--- src/hdl/cts_pkg.sv ---
// ============================================================================
// cts_pkg - shared types and codes for the cooperative task scheduler
// Command and result beat layouts, slot record layout, status and error codes.
// ============================================================================
package cts_pkg;

    localparam int DEF_NUM_SLOTS = 4;
    localparam int MAX_OUT       = 4;   // results per dispatch command

    // command codes
    localparam logic [1:0] CMD_ADD  = 2'd0;
    localparam logic [1:0] CMD_DEL  = 2'd1;
    localparam logic [1:0] CMD_TICK = 2'd2;
    localparam logic [1:0] CMD_DISP = 2'd3;

    // status codes
    localparam logic [2:0] ST_OK    = 3'd0;
    localparam logic [2:0] ST_FULL  = 3'd1;
    localparam logic [2:0] ST_EMPTY = 3'd2;
    localparam logic [2:0] ST_NONE  = 3'd3;
    localparam logic [2:0] ST_BAD   = 3'd4;

    // sticky error codes
    localparam logic [1:0] ERR_NONE      = 2'd0;
    localparam logic [1:0] ERR_TOO_MANY  = 2'd1;
    localparam logic [1:0] ERR_NO_DELETE = 2'd2;

    typedef struct packed {
        logic [1:0]  command;
        logic [7:0]  task_handle;
        logic [15:0] start_delay;
        logic [15:0] repeat_period;
        logic [2:0]  slot_select;
    } t_cmd_in;

    typedef struct packed {
        logic [2:0] status;
        logic [2:0] slot_out;
        logic [7:0] handle_out;
        logic       last_of_run;
        logic [1:0] sticky_error;
    } t_result;

    typedef struct packed {
        logic [7:0]  handle;
        logic [16:0] delay;
        logic [15:0] period;
        logic [7:0]  run_count;
    } t_slot_rec;

endpackage

--- src/hdl/cooperative_task_scheduler.sv ---
// ============================================================================
// cooperative_task_scheduler - time-triggered cooperative task scheduler
// Slot table in a synchronous memory, scanned one slot per cycle for tick,
// dispatch and free-slot search; valid marks and sticky error in flops.
// ============================================================================
//
//  channel   ports                           handshake
//  --------  ------------------------------  ----------------------------------
//  command   i_cmd (t_cmd_in)                taken when start && !busy
//  result    o_result (t_result)             one beat per cycle of o_result_stb
//
//  Cycles: delete finishes at the accepting edge, busy never rises, and its
//  beat shows in the next cycle. Add walks the valid marks one slot a cycle.
//  Tick and dispatch stream every slot through the memory read/modify/write
//  loop through the single read port. Reset is synchronous and clears all
//  valid marks and the error register at once; no clearing pass. The
//  receiver cannot stall: each beat is on o_result for one cycle only.
//
module cooperative_task_scheduler
    import cts_pkg::*;
#(
    parameter int NUM_SLOTS = DEF_NUM_SLOTS
) (
    input  logic    i_clk,
    input  logic    i_rst_n,
    input  logic    start,
    output logic    busy,
    input  t_cmd_in i_cmd,
    output logic    o_result_stb,
    output t_result o_result
);

    localparam int SLOT_W = (NUM_SLOTS > 1) ? $clog2(NUM_SLOTS) : 1;
    localparam int CNT_W  = $clog2(NUM_SLOTS + 1);
    localparam int EXT_W  = (CNT_W > 3) ? CNT_W : 3;
    localparam int HIT_W  = $clog2(MAX_OUT + 1);
    localparam logic [SLOT_W-1:0] LAST = SLOT_W'(NUM_SLOTS - 1);

    // sequencer states
    localparam logic [2:0] S_IDLE  = 3'd0;
    localparam logic [2:0] S_ADD   = 3'd1;
    localparam logic [2:0] S_SCAN  = 3'd2;
    localparam logic [2:0] S_DRAIN = 3'd3;
    localparam logic [2:0] S_FIN   = 3'd4;

    // slot table: one record per slot, no reset, gated by r_valid
    t_slot_rec r_mem [NUM_SLOTS];
    t_slot_rec r_rd_data;

    logic [2:0]           r_state, n_state;
    logic [SLOT_W-1:0]    r_idx, n_idx;
    logic                 r_p_vld, n_p_vld;
    logic [SLOT_W-1:0]    r_p_idx, n_p_idx;
    logic [NUM_SLOTS-1:0] r_valid, n_valid;
    logic [1:0]           r_err, n_err;
    logic                 r_out_stb, n_out_stb;
    t_result              r_out, n_out;
    t_cmd_in              r_cmd, n_cmd;
    logic                 r_pend, n_pend;
    logic [2:0]           r_pend_slot, n_pend_slot;
    logic [7:0]           r_pend_handle, n_pend_handle;
    logic [HIT_W-1:0]     r_hits, n_hits;

    logic                 rd_en;
    logic                 mem_we;
    logic [SLOT_W-1:0]    mem_wa;
    t_slot_rec            mem_wd;

    logic [EXT_W-1:0]     sel_ext;
    logic [SLOT_W-1:0]    sel_idx;
    logic [16:0]          dly_dec;

    assign sel_ext = EXT_W'(i_cmd.slot_select);
    assign sel_idx = sel_ext[SLOT_W-1:0];
    assign dly_dec = r_rd_data.delay - 17'd1;

    assign busy         = (r_state != S_IDLE);
    assign o_result_stb = r_out_stb;
    assign o_result     = r_out;

    always_comb begin
        n_state       = r_state;
        n_idx         = r_idx;
        n_p_vld       = 1'b0;
        n_p_idx       = r_p_idx;
        n_valid       = r_valid;
        n_err         = r_err;
        n_out_stb     = 1'b0;
        n_out         = r_out;
        n_cmd         = r_cmd;
        n_pend        = r_pend;
        n_pend_slot   = r_pend_slot;
        n_pend_handle = r_pend_handle;
        n_hits        = r_hits;
        rd_en         = 1'b0;
        mem_we        = 1'b0;
        mem_wa        = r_p_idx;
        mem_wd        = r_rd_data;

        // modify stage: the record of slot r_p_idx arrived from the memory
        if (r_p_vld && r_valid[r_p_idx]) begin
            case (r_cmd.command)
                CMD_TICK: begin
                    // a fired one-shot holds at zero
                    if (r_rd_data.delay != 17'd0) begin
                        mem_we       = 1'b1;
                        mem_wd.delay = dly_dec;
                        if (dly_dec == 17'd0) begin
                            if (r_rd_data.run_count != 8'hFF) begin
                                mem_wd.run_count = r_rd_data.run_count + 8'd1;
                            end
                            if (r_rd_data.period != 16'd0) begin
                                mem_wd.delay = {1'b0, r_rd_data.period};
                            end
                        end
                    end
                end
                CMD_DISP: begin
                    if (r_rd_data.run_count != 8'd0 && r_hits < HIT_W'(MAX_OUT)) begin
                        mem_we           = 1'b1;
                        mem_wd.run_count = r_rd_data.run_count - 8'd1;
                        if (r_rd_data.period == 16'd0) begin
                            n_valid[r_p_idx] = 1'b0;   // drop the one-shot
                        end
                        // release the held hit; this one may be the last
                        if (r_pend) begin
                            n_out_stb = 1'b1;
                            n_out     = '{ST_OK, r_pend_slot, r_pend_handle, 1'b0, r_err};
                        end
                        n_pend        = 1'b1;
                        n_pend_slot   = 3'(r_p_idx);
                        n_pend_handle = r_rd_data.handle;
                        n_hits        = r_hits + HIT_W'(1);
                    end
                end
                default: ;
            endcase
        end

        case (r_state)
            S_IDLE: begin
                if (start) begin
                    n_cmd  = i_cmd;
                    n_idx  = '0;
                    n_hits = '0;
                    n_pend = 1'b0;
                    case (i_cmd.command)
                        CMD_ADD: n_state = S_ADD;
                        CMD_DEL: begin
                            n_out_stb = 1'b1;
                            if (sel_ext >= EXT_W'(NUM_SLOTS)) begin
                                n_err = ERR_NO_DELETE;
                                n_out = '{ST_BAD, i_cmd.slot_select, 8'd0, 1'b1,
                                          ERR_NO_DELETE};
                            end else if (!r_valid[sel_idx]) begin
                                n_err = ERR_NO_DELETE;
                                n_out = '{ST_EMPTY, i_cmd.slot_select, 8'd0, 1'b1,
                                          ERR_NO_DELETE};
                            end else begin
                                n_valid[sel_idx] = 1'b0;
                                n_out = '{ST_OK, i_cmd.slot_select, 8'd0, 1'b1, r_err};
                            end
                        end
                        default: n_state = S_SCAN;
                    endcase
                end
            end
            S_ADD: begin
                if (!r_valid[r_idx]) begin
                    mem_we    = 1'b1;
                    mem_wa    = r_idx;
                    mem_wd    = '{r_cmd.task_handle, 17'(r_cmd.start_delay) + 17'd1,
                                  r_cmd.repeat_period, 8'd0};
                    n_valid[r_idx] = 1'b1;
                    n_out_stb = 1'b1;
                    n_out     = '{ST_OK, 3'(r_idx), 8'd0, 1'b1, r_err};
                    n_state   = S_IDLE;
                end else if (r_idx == LAST) begin
                    n_err     = ERR_TOO_MANY;
                    n_out_stb = 1'b1;
                    n_out     = '{ST_FULL, 3'(NUM_SLOTS), 8'd0, 1'b1, ERR_TOO_MANY};
                    n_state   = S_IDLE;
                end else begin
                    n_idx = r_idx + SLOT_W'(1);
                end
            end
            S_SCAN: begin
                // issue one slot read per cycle
                rd_en   = 1'b1;
                n_p_vld = 1'b1;
                n_p_idx = r_idx;
                if (r_idx == LAST) begin
                    n_state = S_DRAIN;
                end else begin
                    n_idx = r_idx + SLOT_W'(1);
                end
            end
            S_DRAIN: n_state = S_FIN;
            S_FIN: begin
                n_out_stb = 1'b1;
                n_state   = S_IDLE;
                n_pend    = 1'b0;
                if (r_cmd.command == CMD_DISP) begin
                    if (r_pend) begin
                        n_out = '{ST_OK, r_pend_slot, r_pend_handle, 1'b1, r_err};
                    end else begin
                        n_out = '{ST_NONE, 3'd0, 8'd0, 1'b1, r_err};
                    end
                end else begin
                    n_out = '{ST_OK, 3'd0, 8'd0, 1'b1, r_err};
                end
            end
            default: n_state = S_IDLE;
        endcase
    end

    // slot memory: one read port, one write port
    always_ff @(posedge i_clk) begin
        if (rd_en) begin
            r_rd_data <= r_mem[r_idx];
        end
        if (mem_we) begin
            r_mem[mem_wa] <= mem_wd;
        end
    end

    always_ff @(posedge i_clk) begin
        if (!i_rst_n) begin
            r_state   <= S_IDLE;
            r_p_vld   <= 1'b0;
            r_valid   <= '0;
            r_err     <= ERR_NONE;
            r_out_stb <= 1'b0;
            r_pend    <= 1'b0;
            r_hits    <= '0;
        end else begin
            r_state   <= n_state;
            r_p_vld   <= n_p_vld;
            r_valid   <= n_valid;
            r_err     <= n_err;
            r_out_stb <= n_out_stb;
            r_pend    <= n_pend;
            r_hits    <= n_hits;
        end
    end

    always_ff @(posedge i_clk) begin
        r_idx         <= n_idx;
        r_p_idx       <= n_p_idx;
        r_out         <= n_out;
        r_cmd         <= n_cmd;
        r_pend_slot   <= n_pend_slot;
        r_pend_handle <= n_pend_handle;
    end

`ifndef SYNTH
    a_idle_no_modify: assert property (@(posedge i_clk) disable iff (!i_rst_n)
        !busy |-> !r_p_vld)
        else $error("slot update pending while idle");

    a_hits_bounded: assert property (@(posedge i_clk) disable iff (!i_rst_n)
        r_hits <= HIT_W'(MAX_OUT))
        else $error("dispatch emitted too many beats");

    a_delete_beat: assert property (@(posedge i_clk) disable iff (!i_rst_n)
        (start && !busy && i_cmd.command == CMD_DEL) |=> o_result_stb)
        else $error("delete produced no beat");

    a_more_follows: assert property (@(posedge i_clk) disable iff (!i_rst_n)
        (o_result_stb && !o_result.last_of_run) |-> busy)
        else $error("non-final beat with the command already finished");
`endif

endmodule
--- config.mk ---
export PLATFORM = sky130hd
export DESIGN_NAME = cooperative_task_scheduler
export DESIGN_NICKNAME = d
export VERILOG_FILES = /design/src/hdl/cts_pkg.sv /design/src/hdl/cooperative_task_scheduler.sv
export SDC_FILE = /design/constraint.sdc
export NUM_CORES = 1
export LEC_CHECK = 0
export ABC_AREA = 1
export BUFFER_PORTS_ARGS = -buffer_cell sky130_fd_sc_hd__buf_2
export CORE_MARGIN = 3
export CORE_UTILIZATION = 50
export DETAILED_ROUTE_END_ITERATION = 7
export PLACE_DENSITY_LB_ADDON = 0.12
export RECOVER_POWER = 100
export SYNTH_ARGS = -nofsm -noshare
export SYNTH_HDL_FRONTEND = slang
export SYNTH_SLANG_ARGS = --single-unit
export TNS_END_PERCENT = 10
--- constraint.sdc ---
create_clock -name i_clk -period 5.04 [get_ports i_clk]
set_input_delay 1.008 -clock i_clk [delete_from_list [all_inputs] [get_ports i_clk]]
set_output_delay 1.008 -clock i_clk [all_outputs]
set_load 0.01 [all_outputs]
==> metrics.csv <==
metric;value;unit
final_cells;1704;
violations;max-capacitance violations, max-slew violations;
synth-edff-count;301;
critPathBufInv;6;
cpLargestDelayFamily;buffers and inverters;
rsz0062_at_grt;false;
cts.clk_slew.worst_paths;60;ps
antennaDiodeCount;0;
synth_top_area_share;64.1;%
drive_gt1_share;10.1;%
avgRoutedWirePerCell;19.5;um
relSlewSlack;-108;%
synthFlopType;edfxtp_1;
post_cts_buffers;0;
vias_per_cell;5.58;
power_switching;2970;uW
power_frac_comb;25.2;%
yosys.area_share.simple;16.0;%
grt.total_usage;21.8;%
setup_ws;1070;ps
gp_congestion;0.879;
numPortBuffers;66;
post-route-util;58.3;%
synth_compound_area_share;10.2;%
status;finished with violations;
hold_violations;0;
grt_pass1_vias;9432;
period_needed;3970;ps
path_cells;inv_1 > ha_1 > nand3_1 > nor2_1 > nor2_4 > inv_1 > nor3_1 > clkbuf_1 > inv_1 > nand3_1 > nand3_1 > inv_2 > buf_4;
synth_nets;1277;
syn_avg_cell_area;11.5;um2
grt_max_degree;52;
area_delta_synth_final;12.9;%
fp.dieH;174;um
peakVddDrop;0.314;mV
yosys-mux-area-fraction;0;%
cts_buffers;37;
synth_top_family_by_area;simple AND/OR/NAND/NOR gates;
antenna_found_initial;0;
grt_pass1_wl;52000;um
rows;60;
critPathMaxFanout;23;
switching_share;33.6;%
dp.cells;1638;
hpwl;21200;um
fin_hold_ws;450;ps
fp.dieArea;30300;um2
pwr-share-clk;28.0;%
synthMostInstantiatedCell;edfxtp_1;
boundaryPins;67;
cp.required;5240;ps
fmax;252;MHz
yosysUniqueCellTypes;52;
start_kind;register;
cts_resized;0;
synth_xor_area_share;0.869;%
p_leak;0.00587;uW
gr-total-overflow;0;
p_int;5870;uW
syn_inst;1222;
worst_pin_slew;3120;ps
slew_viol_final;151;
seq_area_frac_synth;68.6;%
maxCapViolations;4;
clock_sinks;333;
yosysTopAreaCell;edfxtp_1;
htree_levels;2;
synth.area.top_cells;edfxtp_1 (64%), nand2_1 (7.6%), dfxtp_1 (4.5%);
crit_slowest_cell;clkbuf_1;
synthAdderAreaFrac;0.621;%
wl;33300;um
seq_power_share;46.8;%
clockRootBuffer;clkbuf_16;
skew;17.0;ps
initialDrtViolationCount;699;
dp_slack;1520;ps
clk_latency;530;ps
power.density;556;nW/um2
route.detailed.drc;0;
cpPeakStageDelay;630;ps
cts_tree;yes;
crit_type;reg -> reg;
start_util;51.6;%
first_pass_iters;7;
num_vias;9508;
critPathArrivalTime;4170;ps
max-clock-path-buffers;3;
hold_class;reg -> reg;
totalNegativeSetupSlack;0;ps
synth-seq-cells;333;
fin_nets;1360;
ant_nets;0;
synthArstFlopShare;0;%
cp-end-kind;register;
core_region_area;27300;um2
setup-violations-final;0;
synth_common_cells;edfxtp_1 (301), nand2_1 (285), nor2_1 (99), inv_1 (89), a22oi_1 (82);
fin_crit_sh;78.7;%
cts_hold_buf;0;
die_w;174;um
netlist_area;14100;um2
ys_warn_count;0;
[per-layer routing]
| metal | part of all wire (%) | wire length, um | up-vias | GRT usage (%) |
|---|---|---|---|---|
| li1 | - | - | 4547 | - |
| met1 | 42 | 14100 | 4588 | 29.3 |
| met2 | 48 | 16100 | 306 | 36.4 |
| met3 | 6.5 | 2160 | 67 | 3.41 |
| met4 | 3.0 | 983 | 0 | 7.74 |
| met5 | 0 | 0 | - | 0 |
[worst register-to-register path, cell delays in order (launching register included)]
cell and delay (ps):
edfxtp_1 450, inv_1 140, ha_1 230, nand3_1 80, nor2_1 80, nor2_4 170, inv_1 100, nor3_1 180
clkbuf_1 630, inv_1 320, nand3_1 240, nand3_1 130, inv_2 510, buf_4 390
[power groups by stage]
stage / Clock, uW / Combinational [uW] / Sequential, uW
after floorplan: 0 / 1520 / 4070
after global placement: 0 / 2230 / 4170
after detailed placement: 0 / 2260 / 4180
after CTS: 2530 / 2270 / 4130
after global routing: 2650 / 2510 / 4180
final: 2480 / 2230 / 4140
[stage by stage]
stage          total power (uW)  area, um2
5_1_grt                    9340      15900
3_3_place_gp               6410      14900
3_5_place_dp               6440      14900
6_report                   8850      15900
4_1_cts                    8930      16000
2_1_floorplan              5600      14100
[registers in the layout, summed over array words and instances (netlist names), 3 cells and up]
signal,cells
o_result,17
r_cmd,42
r_hits,3
r_mem,196
r_pend_handle,8
r_rd_data,49
r_state,3
r_valid,4
[final timing paths]
path	start	endpoint	slack, ps	depth (start not counted)
setup / recovery	r_rd_data[0]$_DFFE_PP_	r_mem[2][23]$_DFFE_PP_	1070	13
hold / removal	r_rd_data[44]$_DFFE_PP_	r_pend_handle[3]$_DFFE_PP_	450	0
setup reg to reg	r_rd_data[0]$_DFFE_PP_	r_mem[2][23]$_DFFE_PP_	1070	13
hold reg to reg	r_rd_data[44]$_DFFE_PP_	r_pend_handle[3]$_DFFE_PP_	450	0
[cells in the final DEF, fill, tap and decap left out, types with 3 or more instances in the layout]
cell	n
o21ai_0	38
a21oi_1	56
buf_2	44
clkinv_1	11
nand3_2	5
nor2_2	6
xor2_1	10
nor2_4	6
clkbuf_1	34
a2bb2oi_1	3
nand3b_1	6
clkbuf_16	37
nand2_1	285
dfxtp_1	32
a22oi_1	82
o211ai_2	3
buf_12	3
nor4_1	6
edfxtp_1	301
clkinv_2	7
buf_4	6
inv_2	5
ha_1	7
inv_1	87
nand4_1	11
nor3_1	8
o31ai_1	4
nand2_2	3
o211ai_1	10
inv_6	3
xnor2_1	4
a211oi_1	4
nor2_1	100
nand3_1	77
[layout make-up]
class / instances / area [um2]
sequential: 333 / 9680
clock inverter: 21 / 149
multi-input combinational: 758 / 3880
tap: 372 / 465
timing repair buffer: 80 / 428
inverter: 95 / 357
fill: 2327 / 11400
clock buffer: 45 / 956
[kinds of logic after synthesis]
logic type,Yosys count
compound gates,218
fa+ha+maj,7
flops,333
simple gates,519
xor+xnor,14
buf+inv,131
Note: power is estimated with default switching activity, not from simulation.
